`src/rtl/trle_pkg.sv`:
```
`default_nettype none
// ----------------------------------------------------------------------------
// trle_pkg
// Shared types, codes and the effect classifier for the pattern event
// run-length decoder.
// ----------------------------------------------------------------------------
package trle_pkg;

  localparam int unsigned FLAG_W    = 29;
  localparam int unsigned ROW_OUT_W = 6;
  localparam int unsigned CNT_W     = 7;

  localparam logic [7:0]       RUN_MARK = 8'hFC;
  localparam logic [CNT_W-1:0] MAX_EMIT = 7'd64;

  // last byte position of each record kind
  localparam logic [2:0] POS_PLAIN_LAST = 3'd4;
  localparam logic [2:0] POS_RUN_LAST   = 3'd6;

  // effect codes
  localparam logic [3:0] FX_ARP       = 4'h0;
  localparam logic [3:0] FX_PORTA_UP  = 4'h1;
  localparam logic [3:0] FX_PORTA_DN  = 4'h2;
  localparam logic [3:0] FX_TONE_PORT = 4'h3;
  localparam logic [3:0] FX_VIB       = 4'h4;
  localparam logic [3:0] FX_LOOP_CTL  = 4'h5;
  localparam logic [3:0] FX_SIX       = 4'h6;
  localparam logic [3:0] FX_TREM      = 4'h7;
  localparam logic [3:0] FX_EIGHT     = 4'h8;
  localparam logic [3:0] FX_SMP_OFS   = 4'h9;
  localparam logic [3:0] FX_VOL_SLIDE = 4'hA;
  localparam logic [3:0] FX_PAN       = 4'hB;
  localparam logic [3:0] FX_SET_VOL   = 4'hC;
  localparam logic [3:0] FX_PAT_BRK   = 4'hD;
  localparam logic [3:0] FX_EXTENDED  = 4'hE;

  // loop-control sub codes (parameter upper nibble)
  localparam logic [3:0] LOOP_NONE = 4'h1;
  localparam logic [3:0] LOOP_BACK = 4'h2;
  localparam logic [3:0] LOOP_STOP = 4'hC;

  // extended-effect sub codes (parameter upper nibble)
  localparam logic [3:0] EXT_FILTER   = 4'h0;
  localparam logic [3:0] EXT_FINE_UP  = 4'h1;
  localparam logic [3:0] EXT_FINE_DN  = 4'h2;
  localparam logic [3:0] EXT_RETRIG   = 4'h8;
  localparam logic [3:0] EXT_NINE     = 4'h9;
  localparam logic [3:0] EXT_FVOL_UP  = 4'hA;
  localparam logic [3:0] EXT_FVOL_DN  = 4'hB;
  localparam logic [3:0] EXT_CUT      = 4'hC;
  localparam logic [3:0] EXT_DELAY    = 4'hD;

  // feature flag bits
  localparam int unsigned FEAT_ARPEGGIO  = 4;
  localparam int unsigned FEAT_PORTA     = 5;
  localparam int unsigned FEAT_TONE_PORT = 6;
  localparam int unsigned FEAT_VIBRATO   = 7;
  localparam int unsigned FEAT_NO_LOOP   = 8;
  localparam int unsigned FEAT_BACKWARDS = 9;
  localparam int unsigned FEAT_END_LOOP  = 10;
  localparam int unsigned FEAT_SIX       = 12;
  localparam int unsigned FEAT_TREMOLO   = 13;
  localparam int unsigned FEAT_EIGHT     = 14;
  localparam int unsigned FEAT_OFFSET    = 15;
  localparam int unsigned FEAT_FINE_OFS  = 16;
  localparam int unsigned FEAT_VOL_SLIDE = 17;
  localparam int unsigned FEAT_PAN       = 18;
  localparam int unsigned FEAT_VOLUME    = 19;
  localparam int unsigned FEAT_BREAK     = 20;
  localparam int unsigned FEAT_SPEED     = 21;
  localparam int unsigned FEAT_EXT_FILT  = 22;
  localparam int unsigned FEAT_EXT_FINE  = 23;
  localparam int unsigned FEAT_EXT_RETRG = 24;
  localparam int unsigned FEAT_EXT_NINE  = 25;
  localparam int unsigned FEAT_EXT_FVOL  = 26;
  localparam int unsigned FEAT_EXT_CUT   = 27;
  localparam int unsigned FEAT_EXT_DELAY = 28;

  typedef enum logic {
    ST_IDLE,
    ST_EMIT
  } trle_state_t;

  typedef struct packed {
    logic take;  // byte request accepted this cycle
    logic step;  // event request delivered this cycle
  } trle_cmd_t;

  typedef struct packed {
    logic rec_done;    // current input byte completes a record
    logic last_event;  // event on the output is the last of its record
  } trle_sts_t;

  // Feature mask, with at most one bit set, for one effect/parameter pair
  function automatic logic [FLAG_W-1:0] classify(input logic [3:0] fx,
                                                 input logic [7:0] prm);
    logic [FLAG_W-1:0] m;
    m = '0;
    unique case (fx) inside
      FX_ARP:                   m[FEAT_ARPEGGIO] = (prm != 8'd0);
      FX_PORTA_UP, FX_PORTA_DN: m[FEAT_PORTA]     = 1'b1;
      FX_TONE_PORT:             m[FEAT_TONE_PORT] = 1'b1;
      FX_VIB:                   m[FEAT_VIBRATO]   = 1'b1;
      FX_LOOP_CTL: begin
        unique case (prm[7:4])
          LOOP_NONE: m[FEAT_NO_LOOP]   = 1'b1;
          LOOP_BACK: m[FEAT_BACKWARDS] = 1'b1;
          LOOP_STOP: m[FEAT_END_LOOP]  = 1'b1;
          default:   m = '0;
        endcase
      end
      FX_SIX:       m[FEAT_SIX]       = 1'b1;
      FX_TREM:      m[FEAT_TREMOLO]   = 1'b1;
      FX_EIGHT:     m[FEAT_EIGHT]     = 1'b1;
      FX_SMP_OFS:   m[FEAT_OFFSET]    = 1'b1;
      FX_VOL_SLIDE: m[FEAT_VOL_SLIDE] = 1'b1;
      FX_PAN:       m[FEAT_PAN]       = 1'b1;
      FX_SET_VOL:   m[FEAT_VOLUME]    = 1'b1;
      FX_PAT_BRK:   m[FEAT_BREAK]     = 1'b1;
      FX_EXTENDED: begin
        unique case (prm[7:4]) inside
          EXT_FILTER:               m[FEAT_EXT_FILT]  = 1'b1;
          EXT_FINE_UP, EXT_FINE_DN: m[FEAT_EXT_FINE]  = 1'b1;
          EXT_RETRIG:               m[FEAT_EXT_RETRG] = 1'b1;
          EXT_NINE:                 m[FEAT_EXT_NINE]  = 1'b1;
          EXT_FVOL_UP, EXT_FVOL_DN: m[FEAT_EXT_FVOL]  = 1'b1;
          EXT_CUT:                  m[FEAT_EXT_CUT]   = 1'b1;
          EXT_DELAY:                m[FEAT_EXT_DELAY] = 1'b1;
          default:                  m = '0;
        endcase
      end
      default: m[FEAT_SPEED] = 1'b1;
    endcase
    return m;
  endfunction

endpackage
`default_nettype wire

```
`src/rtl/trle_if.sv`:
```
`default_nettype none
// ----------------------------------------------------------------------------
// trle_in_if / trle_out_if
// Valid/ready channels for raw pattern bytes and decoded events.
// ----------------------------------------------------------------------------
interface trle_in_if;
  logic       valid;
  logic       ready;
  logic [7:0] byte_in;
  logic       new_file;

  modport source (output valid, output byte_in, output new_file, input ready);
  modport sink   (input valid, input byte_in, input new_file, output ready);
endinterface

interface trle_out_if;
  logic        valid;
  logic        ready;
  logic [7:0]  note;
  logic [7:0]  sample_num;
  logic [3:0]  effect_hi;
  logic [3:0]  effect_lo;
  logic [7:0]  param_first;
  logic [7:0]  param_second;
  logic [5:0]  row;
  logic        last_of_run;
  logic        end_of_block;
  logic [28:0] uses_mask;

  modport source (output valid, output note, output sample_num, output effect_hi,
                  output effect_lo, output param_first, output param_second,
                  output row, output last_of_run, output end_of_block,
                  output uses_mask, input ready);
  modport sink   (input valid, input note, input sample_num, input effect_hi,
                  input effect_lo, input param_first, input param_second,
                  input row, input last_of_run, input end_of_block,
                  input uses_mask, output ready);
endinterface
`default_nettype wire

```
`src/rtl/trle_ctrl.sv`:
```
`default_nettype none
// ----------------------------------------------------------------------------
// trle_ctrl
// Controller: accepts bytes while idle, then emits the events of a
// completed record one per output request.
// ----------------------------------------------------------------------------
module trle_ctrl (
  input  wire               clk,
  input  wire               rst_n,
  input  wire               in_valid,
  output logic              in_ready,
  output logic              out_valid,
  input  wire               out_ready,
  input  trle_pkg::trle_sts_t sts,
  output trle_pkg::trle_cmd_t cmd
);
  import trle_pkg::*;

  trle_state_t state_r, state_nxt;

  always_ff @(posedge clk) begin
    if (!rst_n) begin
      state_r <= ST_IDLE;
    end else begin
      state_r <= state_nxt;
    end
  end

  always_comb begin
    state_nxt = state_r;
    unique case (state_r)
      ST_IDLE: begin
        if (in_valid && sts.rec_done) state_nxt = ST_EMIT;
      end
      ST_EMIT: begin
        if (out_ready && sts.last_event) state_nxt = ST_IDLE;
      end
      default: state_nxt = ST_IDLE;
    endcase
  end

  always_comb begin
    in_ready  = 1'b0;
    out_valid = 1'b0;
    cmd       = '0;
    unique case (state_r)
      ST_IDLE: begin
        in_ready = 1'b1;
        cmd.take = in_valid;
      end
      ST_EMIT: begin
        out_valid = 1'b1;
        cmd.step  = out_ready;
      end
      default: begin
        in_ready = 1'b0;
      end
    endcase
  end

`ifndef SYNTHESIS
  a_no_overlap: assert property (@(posedge clk) disable iff (!rst_n)
    !(cmd.take && cmd.step))
    else $error("byte taken while an event is delivered");

  a_done_enters_emit: assert property (@(posedge clk) disable iff (!rst_n)
    cmd.take && sts.rec_done |=> out_valid && !in_ready)
    else $error("completed record did not start emission");

  a_last_returns_idle: assert property (@(posedge clk) disable iff (!rst_n)
    cmd.step && sts.last_event |=> in_ready && !out_valid)
    else $error("last event did not release the input");
`endif

endmodule
`default_nettype wire

```
`src/rtl/trle_dpath.sv`:
```
`default_nettype none
// ----------------------------------------------------------------------------
// trle_dpath
// Datapath: record assembly, feature flags, repeat counter, row counter and
// the event output register.
// ----------------------------------------------------------------------------
module trle_dpath #(
  parameter int unsigned ROWS_PER_BLOCK = 64
) (
  input  wire                       clk,
  input  wire                       rst_n,
  input  trle_pkg::trle_cmd_t       cmd,
  output trle_pkg::trle_sts_t       sts,
  input  wire [7:0]                 byte_in,
  input  wire                       new_file,
  output logic [7:0]                note,
  output logic [7:0]                sample_num,
  output logic [3:0]                effect_hi,
  output logic [3:0]                effect_lo,
  output logic [7:0]                param_first,
  output logic [7:0]                param_second,
  output logic [trle_pkg::ROW_OUT_W-1:0] row,
  output logic                      last_of_run,
  output logic                      end_of_block,
  output logic [trle_pkg::FLAG_W-1:0]    uses_mask
);
  import trle_pkg::*;

  localparam int unsigned ROW_W = (ROWS_PER_BLOCK > 1) ? $clog2(ROWS_PER_BLOCK) : 1;
  localparam logic [ROW_W-1:0] ROW_LAST = ROW_W'(ROWS_PER_BLOCK - 1);

  logic [7:0]        rec_r [0:6];
  logic [2:0]        pos_r, pos_nxt, pos_eff;
  logic [ROW_W-1:0]  row_r, row_nxt;
  logic [FLAG_W-1:0] flags_r, flags_nxt, flags_base;
  logic [CNT_W-1:0]  cnt_r, cnt_nxt, cnt_load;
  logic [7:0]        note_r, smp_r, fx_r, p2_r, p1_r;
  logic [7:0]        fx_sel, p2_sel, cnt_byte;
  logic              is_run, done, row_at_last;
  logic [ROW_W+ROW_OUT_W-1:0] row_ext;

  // the current byte lands at position zero after a file restart
  assign pos_eff = new_file ? 3'd0 : pos_r;
  assign is_run  = (pos_eff == 3'd0) ? (byte_in == RUN_MARK) : (rec_r[0] == RUN_MARK);
  assign done    = is_run ? (pos_eff == POS_RUN_LAST) : (pos_eff == POS_PLAIN_LAST);

  assign fx_sel   = is_run ? rec_r[4] : rec_r[2];
  assign p2_sel   = is_run ? rec_r[5] : rec_r[3];
  assign cnt_byte = is_run ? rec_r[1] : 8'd1;

  // zero counts as one; clip at the per-record emit limit
  always_comb begin
    if (cnt_byte == 8'd0) begin
      cnt_load = CNT_W'(1);
    end else if (cnt_byte > 8'(MAX_EMIT)) begin
      cnt_load = MAX_EMIT;
    end else begin
      cnt_load = cnt_byte[CNT_W-1:0];
    end
  end

  assign flags_base = new_file ? '0 : flags_r;
  assign row_at_last = (row_r == ROW_LAST);

  always_comb begin
    pos_nxt   = pos_r;
    row_nxt   = row_r;
    flags_nxt = flags_r;
    cnt_nxt   = cnt_r;
    if (cmd.take) begin
      pos_nxt = done ? 3'd0 : 3'(pos_eff + 3'd1);
      if (new_file) begin
        row_nxt = '0;
      end
      if (done) begin
        flags_nxt = flags_base | classify(fx_sel[7:4], byte_in)
                  | classify(fx_sel[3:0], p2_sel);
        if (fx_sel[7:4] == FX_SMP_OFS && fx_sel[3:0] == FX_SMP_OFS) begin
          flags_nxt[FEAT_FINE_OFS] = 1'b1;
        end
        cnt_nxt = cnt_load;
      end else begin
        flags_nxt = flags_base;
      end
    end else if (cmd.step) begin
      row_nxt = row_at_last ? '0 : ROW_W'(row_r + ROW_W'(1));
      cnt_nxt = CNT_W'(cnt_r - CNT_W'(1));
    end
  end

  always_ff @(posedge clk) begin
    if (!rst_n) begin
      pos_r   <= '0;
      row_r   <= '0;
      flags_r <= '0;
    end else begin
      pos_r   <= pos_nxt;
      row_r   <= row_nxt;
      flags_r <= flags_nxt;
    end
  end

  always_ff @(posedge clk) begin
    cnt_r <= cnt_nxt;
    if (cmd.take) begin
      rec_r[pos_eff] <= byte_in;
    end
    if (cmd.take && done) begin
      note_r <= is_run ? rec_r[2] : rec_r[0];
      smp_r  <= is_run ? rec_r[3] : rec_r[1];
      fx_r   <= fx_sel;
      p2_r   <= p2_sel;
      p1_r   <= byte_in;
    end
  end

  assign row_ext = {ROW_OUT_W'(0), row_r};

  assign sts.rec_done   = done;
  assign sts.last_event = (cnt_r == CNT_W'(1)) || row_at_last;

  assign note         = note_r;
  assign sample_num   = smp_r;
  assign effect_hi    = fx_r[7:4];
  assign effect_lo    = fx_r[3:0];
  assign param_first  = p1_r;
  assign param_second = p2_r;
  assign row          = row_ext[ROW_OUT_W-1:0];
  assign last_of_run  = sts.last_event;
  assign end_of_block = row_at_last;
  assign uses_mask    = flags_r;

`ifndef SYNTHESIS
  a_row_in_block: assert property (@(posedge clk) disable iff (!rst_n)
    row_r <= ROW_LAST)
    else $error("row counter beyond block");

  a_step_has_count: assert property (@(posedge clk) disable iff (!rst_n)
    cmd.step |-> cnt_r != '0)
    else $error("event emitted with no repeats left");

  a_flags_hold_in_run: assert property (@(posedge clk) disable iff (!rst_n)
    cmd.step |=> $stable(flags_r))
    else $error("feature flags changed during emission");
`endif

endmodule
`default_nettype wire

```
`src/rtl/tracker_event_rle_decoder_unit.sv`:
```
`default_nettype none
// ----------------------------------------------------------------------------
// tracker_event_rle_decoder_unit
// Run-length decoder for tracker pattern events: assembles 5-byte plain and
// 7-byte run records and emits one event per repetition with feature flags.
// ----------------------------------------------------------------------------
// Latency: the first event of a record is valid the cycle after its last byte.
// Throughput: one byte per cycle while assembling; the input stalls while the
//   N events of a record are emitted, one per cycle while the output is ready
//   (N is 1 for a plain record, 1 to 64 for a run).
// Reset: synchronous, active low; clears the controller, parser position,
//   row counter and feature flags at once, with no clearing pass.
module tracker_event_rle_decoder_unit #(
  parameter int unsigned ROWS_PER_BLOCK = 64
) (
  input  wire        clk,
  input  wire        rst_n,
  trle_in_if.sink    in_ch,
  trle_out_if.source out_ch
);
  import trle_pkg::*;

  trle_cmd_t cmd;
  trle_sts_t sts;

  trle_ctrl u_ctrl (
    .clk       (clk),
    .rst_n     (rst_n),
    .in_valid  (in_ch.valid),
    .in_ready  (in_ch.ready),
    .out_valid (out_ch.valid),
    .out_ready (out_ch.ready),
    .sts       (sts),
    .cmd       (cmd)
  );

  trle_dpath #(
    .ROWS_PER_BLOCK (ROWS_PER_BLOCK)
  ) u_dpath (
    .clk          (clk),
    .rst_n        (rst_n),
    .cmd          (cmd),
    .sts          (sts),
    .byte_in      (in_ch.byte_in),
    .new_file     (in_ch.new_file),
    .note         (out_ch.note),
    .sample_num   (out_ch.sample_num),
    .effect_hi    (out_ch.effect_hi),
    .effect_lo    (out_ch.effect_lo),
    .param_first  (out_ch.param_first),
    .param_second (out_ch.param_second),
    .row          (out_ch.row),
    .last_of_run  (out_ch.last_of_run),
    .end_of_block (out_ch.end_of_block),
    .uses_mask    (out_ch.uses_mask)
  );

endmodule
`default_nettype wire

```
`src/flat_wrapper.sv`:
```
// flat-port wrapper written by rule: the top's interface ports become plain ports
module tracker_event_rle_decoder_unit_flat import trle_pkg::*;
#(
  parameter int unsigned ROWS_PER_BLOCK = 64
)
  (clk, rst_n, in_ch_valid, in_ch_byte_in, in_ch_new_file, in_ch_ready, out_ch_valid, out_ch_note, out_ch_sample_num, out_ch_effect_hi, out_ch_effect_lo, out_ch_param_first, out_ch_param_second, out_ch_row, out_ch_last_of_run, out_ch_end_of_block, out_ch_uses_mask, out_ch_ready);
  trle_in_if in_ch_i ();
  trle_out_if out_ch_i ();
  input  wire clk;
  input  wire rst_n;
  input wire logic [$bits(in_ch_i.valid)-1:0] in_ch_valid;
  input wire logic [$bits(in_ch_i.byte_in)-1:0] in_ch_byte_in;
  input wire logic [$bits(in_ch_i.new_file)-1:0] in_ch_new_file;
  output wire logic [$bits(in_ch_i.ready)-1:0] in_ch_ready;
  output wire logic [$bits(out_ch_i.valid)-1:0] out_ch_valid;
  output wire logic [$bits(out_ch_i.note)-1:0] out_ch_note;
  output wire logic [$bits(out_ch_i.sample_num)-1:0] out_ch_sample_num;
  output wire logic [$bits(out_ch_i.effect_hi)-1:0] out_ch_effect_hi;
  output wire logic [$bits(out_ch_i.effect_lo)-1:0] out_ch_effect_lo;
  output wire logic [$bits(out_ch_i.param_first)-1:0] out_ch_param_first;
  output wire logic [$bits(out_ch_i.param_second)-1:0] out_ch_param_second;
  output wire logic [$bits(out_ch_i.row)-1:0] out_ch_row;
  output wire logic [$bits(out_ch_i.last_of_run)-1:0] out_ch_last_of_run;
  output wire logic [$bits(out_ch_i.end_of_block)-1:0] out_ch_end_of_block;
  output wire logic [$bits(out_ch_i.uses_mask)-1:0] out_ch_uses_mask;
  input wire logic [$bits(out_ch_i.ready)-1:0] out_ch_ready;
  assign in_ch_i.valid = in_ch_valid;
  assign in_ch_i.byte_in = in_ch_byte_in;
  assign in_ch_i.new_file = in_ch_new_file;
  assign in_ch_ready = in_ch_i.ready;
  assign out_ch_valid = out_ch_i.valid;
  assign out_ch_note = out_ch_i.note;
  assign out_ch_sample_num = out_ch_i.sample_num;
  assign out_ch_effect_hi = out_ch_i.effect_hi;
  assign out_ch_effect_lo = out_ch_i.effect_lo;
  assign out_ch_param_first = out_ch_i.param_first;
  assign out_ch_param_second = out_ch_i.param_second;
  assign out_ch_row = out_ch_i.row;
  assign out_ch_last_of_run = out_ch_i.last_of_run;
  assign out_ch_end_of_block = out_ch_i.end_of_block;
  assign out_ch_uses_mask = out_ch_i.uses_mask;
  assign out_ch_i.ready = out_ch_ready;
  tracker_event_rle_decoder_unit #(.ROWS_PER_BLOCK(ROWS_PER_BLOCK)) u_core (.clk(clk), .rst_n(rst_n), .in_ch(in_ch_i), .out_ch(out_ch_i));
endmodule
```
`config.mk`:
```
export PLATFORM = sky130hd
export DESIGN_NAME = tracker_event_rle_decoder_unit_flat
export DESIGN_NICKNAME = d
export VERILOG_FILES = /design/src/rtl/trle_pkg.sv /design/src/rtl/trle_if.sv /design/src/rtl/trle_ctrl.sv /design/src/rtl/trle_dpath.sv /design/src/rtl/tracker_event_rle_decoder_unit.sv /design/src/flat_wrapper.sv
export SDC_FILE = /design/constraint.sdc
export NUM_CORES = 1
export LEC_CHECK = 0
export ABC_AREA = 1
export BUFFER_PORTS_ARGS = -buffer_cell sky130_fd_sc_hd__buf_2
export CAP_MARGIN = 20
export CORE_MARGIN = 2
export CORE_UTILIZATION = 52
export DETAILED_ROUTE_END_ITERATION = 8
export PLACE_DENSITY = 0.81
export SLEW_MARGIN = 0
export SYNTH_ARGS = -nofsm -noshare
export SYNTH_HDL_FRONTEND = slang
export SYNTH_SLANG_ARGS = --single-unit
```
`constraint.sdc`:
```
create_clock -name clk -period 4.45 [get_ports clk]
set_input_delay 0.445 -clock clk [delete_from_list [all_inputs] [get_ports clk]]
set_output_delay 0.445 -clock clk [all_outputs]
set_load 0.1 [all_outputs]
```
* Yosys cells after proc, flatten, opt, wreduce, memory -nomap -nowiden *
Memory sizes are Yosys's and may differ from the RTL's.
Index checks and enable logic that the tools add are counted.
Widths: inputs -> output; s select.

operators by class
  bitwise logic cells = 3
  add/subtract/negate cells = 3
  equal/unequal tests = 52
  reductions and logical operators = 24
  multiplexer cells = 142
  order comparisons = 1

operators with widths
  kind                 count
  $mux 1               109
  $eq 4x4->1 const B   26
  $mux 7               11
  $mux 29              2
  $or 29x29->29        2
  $mux 8               5
  $eq 4x3->1 const B   8
  $reduce_or 15->1     2
  $eq 4x2->1 const B   6
  $mux 4               6
  $mux 6               4
  $eq 4x1->1 const B   4
  $eq 8x8->1 const B   2
  $logic_not 4->1      4
  $reduce_bool 8->1    2
  $mux 3               4
  $reduce_or 2->1      6
  $gt 8x7->1 const B   1
  $logic_not 8->1      1
  $eq 7x1->1 const B   1
  $sub 7x1->7 const B  1
  $add 6x1->6 const B  1
  $eq 3x3->1 const B   2
  $eq 6x6->1 const B   1
  other kinds (10)     14

storage, ports and cells
  bits in writable memories = 56
  register bits after elaboration = 86
  logic and storage cells = 236
  input bits = 13
  memories = 1
  output and inout port bits = 79

memory list
  name                  depth  width  read ports  clocked after Yosys merged registers in  wr ports  RTL line          source
  u_core.u_dpath.rec_r  7      8      6           0                                        1         trle_dpath.sv:32  logic [7:0] rec_r [0:6];

* Longest topological paths before layout *
  depth after elaboration = 13
  depth in mapped cells = 19
  depth with buffers taken out = 17

* Hierarchy *
From an unflattened synthesis, not the netlist that was laid out.

second synthesis, totals
  cell total of the unflattened synthesis = 635
  area total of the unflattened synthesis = 5,982.0 sq um

by module, submodules not included
  module      instances  seq. area each (sq um)  cells each  area each (sq um)
  trle_dpath  1          3,513.4                 624         5,918.2
  trle_ctrl   1          20.0                    11          63.8

* Worst setup path after synthesis *
Ideal clock, no wire load.

  path kind = register to output
  start = register u_core.u_dpath.row_r[1] (netlist: u_core.u_dpath.row[1])
  end = output out_ch_last_of_run
  required time = 4.005 ns
  path buffers = 0
  stages on the path, launching flop included = 5
  setup slack = -0.283 ns
  arrival = 4.288 ns
  path through = dfxtp_1 -> ha_1 -> nand2_1 -> nor3_1 -> a31o_2

between the ends
  word-level cells in the longest chain between the ends = 2

ends and longest elaborated chain
  element                  RTL line            source
  start, declared          trle_dpath.sv:34    logic [ROW_W-1:0] row_r, row_nxt;
  start signal, assigned   trle_dpath.sv:98    row_r <= row_nxt;
  $eq 6x6->1               trle_dpath.sv:63    assign row_at_last = (row_r == ROW_LAST);
  net out_ch_end_of_block  flat_wrapper.sv:24  output wire logic [$bits(out_ch_i.end_of_block)-1:0] out_ch_end_of_block;
  $logic_or 1x1->1         trle_dpath.sv:120   assign sts.last_event = (cnt_r == CNT_W'(1)) || row_at_last;
  end, declared            flat_wrapper.sv:23  output wire logic [$bits(out_ch_i.last_of_run)-1:0] out_ch_last_of_run;

The timed path passes the listed nets, and every way through them passes these cells.

* Final worst setup path *
  start = register u_core.u_dpath.pos_r[1]
  end = register u_core.u_dpath.cnt_r[6] (enable)

between the ends
  word-level cells in the longest chain between the ends = 6
  elaborated cells between the ends (all ways) = 8
  classes of those cells = 3 x eq/ne; 3 x mux; 2 x reduce/logical

ends and longest elaborated chain
  element                              RTL line           source
  start, declared                      trle_dpath.sv:33   logic [2:0] pos_r, pos_nxt, pos_eff;
  start signal, assigned               trle_dpath.sv:97   pos_r <= pos_nxt;
  $mux 3 *                             trle_dpath.sv:43   assign pos_eff = new_file ? 3'd0 : pos_r;
  $logic_not 3->1                      trle_dpath.sv:44   assign is_run = (pos_eff == 3'd0) ? (byte_in == RUN_MARK) : (rec_r[0] == RUN_MARK);
  $mux 1                               trle_dpath.sv:44
  $mux 1 *                             trle_dpath.sv:45   assign done = is_run ? (pos_eff == POS_RUN_LAST) : (pos_eff == POS_PLAIN_LAST);
  $ne 2x1->1 (no source line) *        -
  $reduce_and 2->1 (no source line) *  -
  end signal, assigned                 trle_dpath.sv:104  cnt_r <= cnt_nxt;
  end, declared                        trle_dpath.sv:36   logic [CNT_W-1:0] cnt_r, cnt_nxt, cnt_load;

Every way passes the cells marked *; elsewhere a longest branch is shown, timed or not.
A chain may end at the register's enable or synchronous reset.

==> impl_summary.md <==
Run status
The run finished with clean final reports.

Timing
The highest achievable clock rate is 321 MHz. Setup repair after global routing left no endpoint under its margin. The actual transition at the worst max-transition pin is 864 ps.

After layout, the worst setup slack is 1330 ps. After routing, the total negative slack on setup checks comes to 0 ps. The worst relative slew slack is 42.2%.

Setup violations remaining at the end of the flow were counted as 0. The final period utilization is 70.1%. The number of slew-limit violations in the final report is 0.

The clock period could shrink to 3120 ps. Between clock sinks in the finished design, the worst skew comes to 7.66 ps. The final-report hold violation count was 0.

Critical path
The critical path class is flip-flop to flip-flop. The type of origin of the critical path is a flip-flop. The peak per-stage delay on the critical path is 470 ps. The top fanout value on the critical path is 57. The cell that appears most often on the critical path is sky130_fd_sc_hd__inv_1. The data required time of the worst path is 4660 ps. In this run the register-to-register setup slack is 1330 ps. The worst endpoint data arrival time is 3330 ps.

The signal on the critical path passes through inv_1 -> nor2_1 -> inv_1 -> ha_1 -> nand2_2 -> inv_2 -> nand3_2 -> nand2_4 -> buf_4 -> nand2_1 -> nand4_1 -> nor2_4 -> inv_1 -> nand2_1. The worst register-to-register path has a depth of 14. The slowest cell on the critical path is sky130_fd_sc_hd__nor2_4.

The worst setup path is captured at a flip-flop.

Layout
The antenna diode instance count is 0. The area growth from synthesis to final layout is 19.1%. After filler insertion, the fill cell instance count of the layout stands at 849. At the end of the flow the core is filled with cells to 63.5%. In the final layout, the share of cells above drive strength 1 is 22.0%.

Registers take 3530 um^2. The net count reported at finish is 732. The number of standard cells in the final layout excluding fillers is 867. Summing all multi-input logic gate instances after layout gives 1920 um^2.

Clock tree
The buffer levels on the longest clock path is 2. The clock network latency to the later pin of the worst-skew pair is 530 ps. The clock tree synthesis step divided the H-tree into 4 levels. The number of post-CTS setup repair buffers is 0. The clock sink total is 129. Clock tree synthesis inserted a total of 17 buffers. The clock tree from TritonCTS is built.

Clock-pin slew was measured on the worst setup and hold paths at 60 ps. Clock tree synthesis selected as its root buffer the cell sky130_fd_sc_hd__clkbuf_8. The post-cts repair resize count is 0. Hold repair after CTS inserted 0 buffers.

Die
The count of pins on the block boundary is 92. For this configuration, the core starts out at a cell density of 53.3%. The floorplan step defined a die boundary enclosing 12000 um^2. The die is 110 um tall.

The core box area is 10900 um^2. The total number of placement rows is 38. The die is 110 um wide.

Power and ir drop
Combinational logic burns 5.7% of the power. The analysis attributes to net switching a power of 0.652 mW. The switching power as a share of total power is 23.0%. The overall power is 2.84 mW. IR analysis of the VDD net gives a maximum drop of 0.000243 V. The internal portion of the total power is 2.18 mW.

The proportion of power drawn by the clock network is 47.7%. The total power per unit cell area is 410 nW/um^2. The leakage power is 2.92 nW.

Of the total power, registers draw 46.5%.

Synth
The number of distinct library cells after synthesis is 38. The number of instances in the synthesized netlist is 622. By count the netlist is led by sky130_fd_sc_hd__nand2_1 (197), sky130_fd_sc_hd__edfxtp_1 (95), sky130_fd_sc_hd__nor2_1 (64), sky130_fd_sc_hd__inv_1 (61), sky130_fd_sc_hd__dfxtp_1 (34). Of all flip-flops after synthesis, the portion carrying an async set or reset was 0%. The synthesized netlist devotes 6.72% of its cell area to compound gates. The number of synthesis warnings is 0. The cell area after technology mapping is 5810 um^2. The flip-flop and latch count after synthesis is 129. The number of flops mapped to enable cells by yosys is 95.

The cell type with the largest total area after synthesis is sky130_fd_sc_hd__edfxtp_1. Yosys attributes the largest share of cell area to sky130_fd_sc_hd__edfxtp_1 (49%), sky130_fd_sc_hd__nand2_1 (13%), sky130_fd_sc_hd__dfxtp_1 (12%). The sequential fraction of the synthesis area is 60.9%. Of the total synthesized cell area, the portion taken by full adders, half adders and majority gates is 1.08%. After synthesis, the mean cell area works out to 9.33 um^2. Summing the areas of all and, or, nand and nor instances in the mapped netlist gives 24.2% of the synthesized area. After synthesis, the share of cell area in mux cells is 0%. The xor and xnor fraction of the mapped netlist area is 0.453%. In the post-synthesis netlist, the cell with the most instances is sky130_fd_sc_hd__nand2_1. The predominant post-synthesis flop cell is sky130_fd_sc_hd__edfxtp_1.

The combinational family with the most area after synthesis is simple AND/OR/NAND/NOR gates. The top cell type by area accounts for 49.1% of the synthesized area.

Global route
The total overflow left after global routing is 0. Entering global routing, the biggest net connects 58 pins. The number of global-route vias before repair is 4314. For this run, the total global-route usage over all layers was measured as 23.0%. The wire length of the first global-routing pass is 20500 um. The number of antenna violations at the first check in global routing is 0.

Place
The count of input and output buffers is 86. The number of placed instances with taps included is 835. The final weighted congestion in routability-driven placement is 0.903. Once detailed placement completed, the half-perimeter wirelength came to 9210 um. The worst setup slack before clock tree synthesis is 1120 ps.

Detailed routing
Dividing the detail-routed wire length by the instance count gives 15.0 um. For this run, design rule violations remaining after detail routing come to 0. In the final routing, the length of wire on met1 measures 5610 um. The total wire length after detailed routing is 13000 um. Signal routing reaches up to met4. The detailed router finished its first iteration with 455 violations. The final route contains 4562 vias. The remaining antenna violation count is 0.

The first-pass iteration count of the detailed router is 5. The detailed-route vias per instance is 5.26. In the detailed route, the total length drawn on met2 is 6340 um.

The wire length on met3 is 864 um.

Flow run
Max-cap violations in this run came to 0.

Worst hold path
The type of the most critical hold path is input pin to flip-flop. The number of cells on the worst hold path is 1.
## flip-flops by register name, summed over array words and instances, names as in the netlist
register                     cells
u_core.u_dpath.param_second      8
u_core.u_ctrl.state_r            1
u_core.u_dpath.uses_mask        24
u_core.u_dpath.cnt_r             7
u_core.u_dpath.pos_r             3
u_core.u_dpath.row               6
u_core.u_dpath.rec_r            48
u_core.u_dpath.param_first       8
u_core.u_dpath.note              8
u_core.u_dpath.fx_r              8
u_core.u_dpath.sample_num        8
## logic make-up (layout without fill, tap and decap cells)
| group | after synthesis | count (layout) |
|---|---|---|
| and+or+nand+nor | 327 | 327 |
| DFF | 129 | 129 |
| buffers and inverters | 87 | 188 |
| AOI/OAI and AO/OA | 70 | 70 |
| adders and majority gates | 5 | 5 |
| xor gates and xnor gates | 3 | 3 |
| other | 1 | 5 |
## layer usage
metal,vias up,track usage [%]
met4,0,9.13
met1,2156,29.7
li1,2208,-
met3,18,5.93
met5,-,0
met2,180,37.2
## power by group through the flow
| stage | Combinational [mW] | Clock [mW] | Sequential (mW) |
|---|---|---|---|
| 6_report | 0.162 | 1.35 | 1.32 |
| 5_1_grt | 0.176 | 1.42 | 1.32 |
| 4_1_cts | 0.162 | 1.37 | 1.32 |
| 2_1_floorplan | 0.0842 | 0 | 1.38 |
| 3_5_place_dp | 0.161 | 0 | 1.34 |
| 3_3_place_gp | 0.159 | 0 | 1.34 |
## placed cells by master (no fill, tap or decap), drive strengths merged
cell type / count
o2111ai: 1
ha: 5
nor3b: 1
nand3: 20
nor3: 9
a31o: 1
clkinvlp: 6
a21oi: 24
conb: 5
xor2: 2
inv: 66
nand3b: 7
buf: 90
or2: 4
a31oi: 3
and3: 1
o21ai: 37
nor2: 67
nand2: 212
bufinv: 3
nand4: 6
xnor2: 1
a211oi: 1
clkbuf: 17
edfxtp: 95
o22ai: 3
clkinv: 6
dfxtp: 34
## worst paths after layout
path	start	endpoint
max	u_core.u_dpath.pos_r[1]	u_core.u_dpath.cnt_r[6]
min	in_ch_byte_in[0]	u_core.u_dpath.param_first[0]
max reg2reg	u_core.u_dpath.pos_r[1]	u_core.u_dpath.cnt_r[6]
min reg2reg	u_core.u_dpath.uses_mask[27]	u_core.u_dpath.uses_mask[27]
## metrics by stage
stage	cell area (um^2)	hold slack, ps
5_1_grt	6920	203
3_5_place_dp	6330	444
4_1_cts	6920	201
3_3_place_gp	6330	436
6_report	6920	218
2_1_floorplan	5830	496
## final cells by class
cell class	instances	area share, %
Inverter	66	3.58
Sequential cell	129	51.1
Timing Repair Buffer	90	6.66
Clock buffer	17	5.99
Tap cell	140	2.53
Clock inverter	15	2.44
Multi-Input combinational cell	410	27.7
## worst max-delay path, delay by kind of cell (launching register included)
family                   cells  cell delay (ps)
AND/OR/NAND/NOR              8             1590
buffers and inverters        5              690
flip-flops                   1              310
adder cells (fa/ha/maj)      1              210
Note: power is estimated with default switching activity, not from simulation.
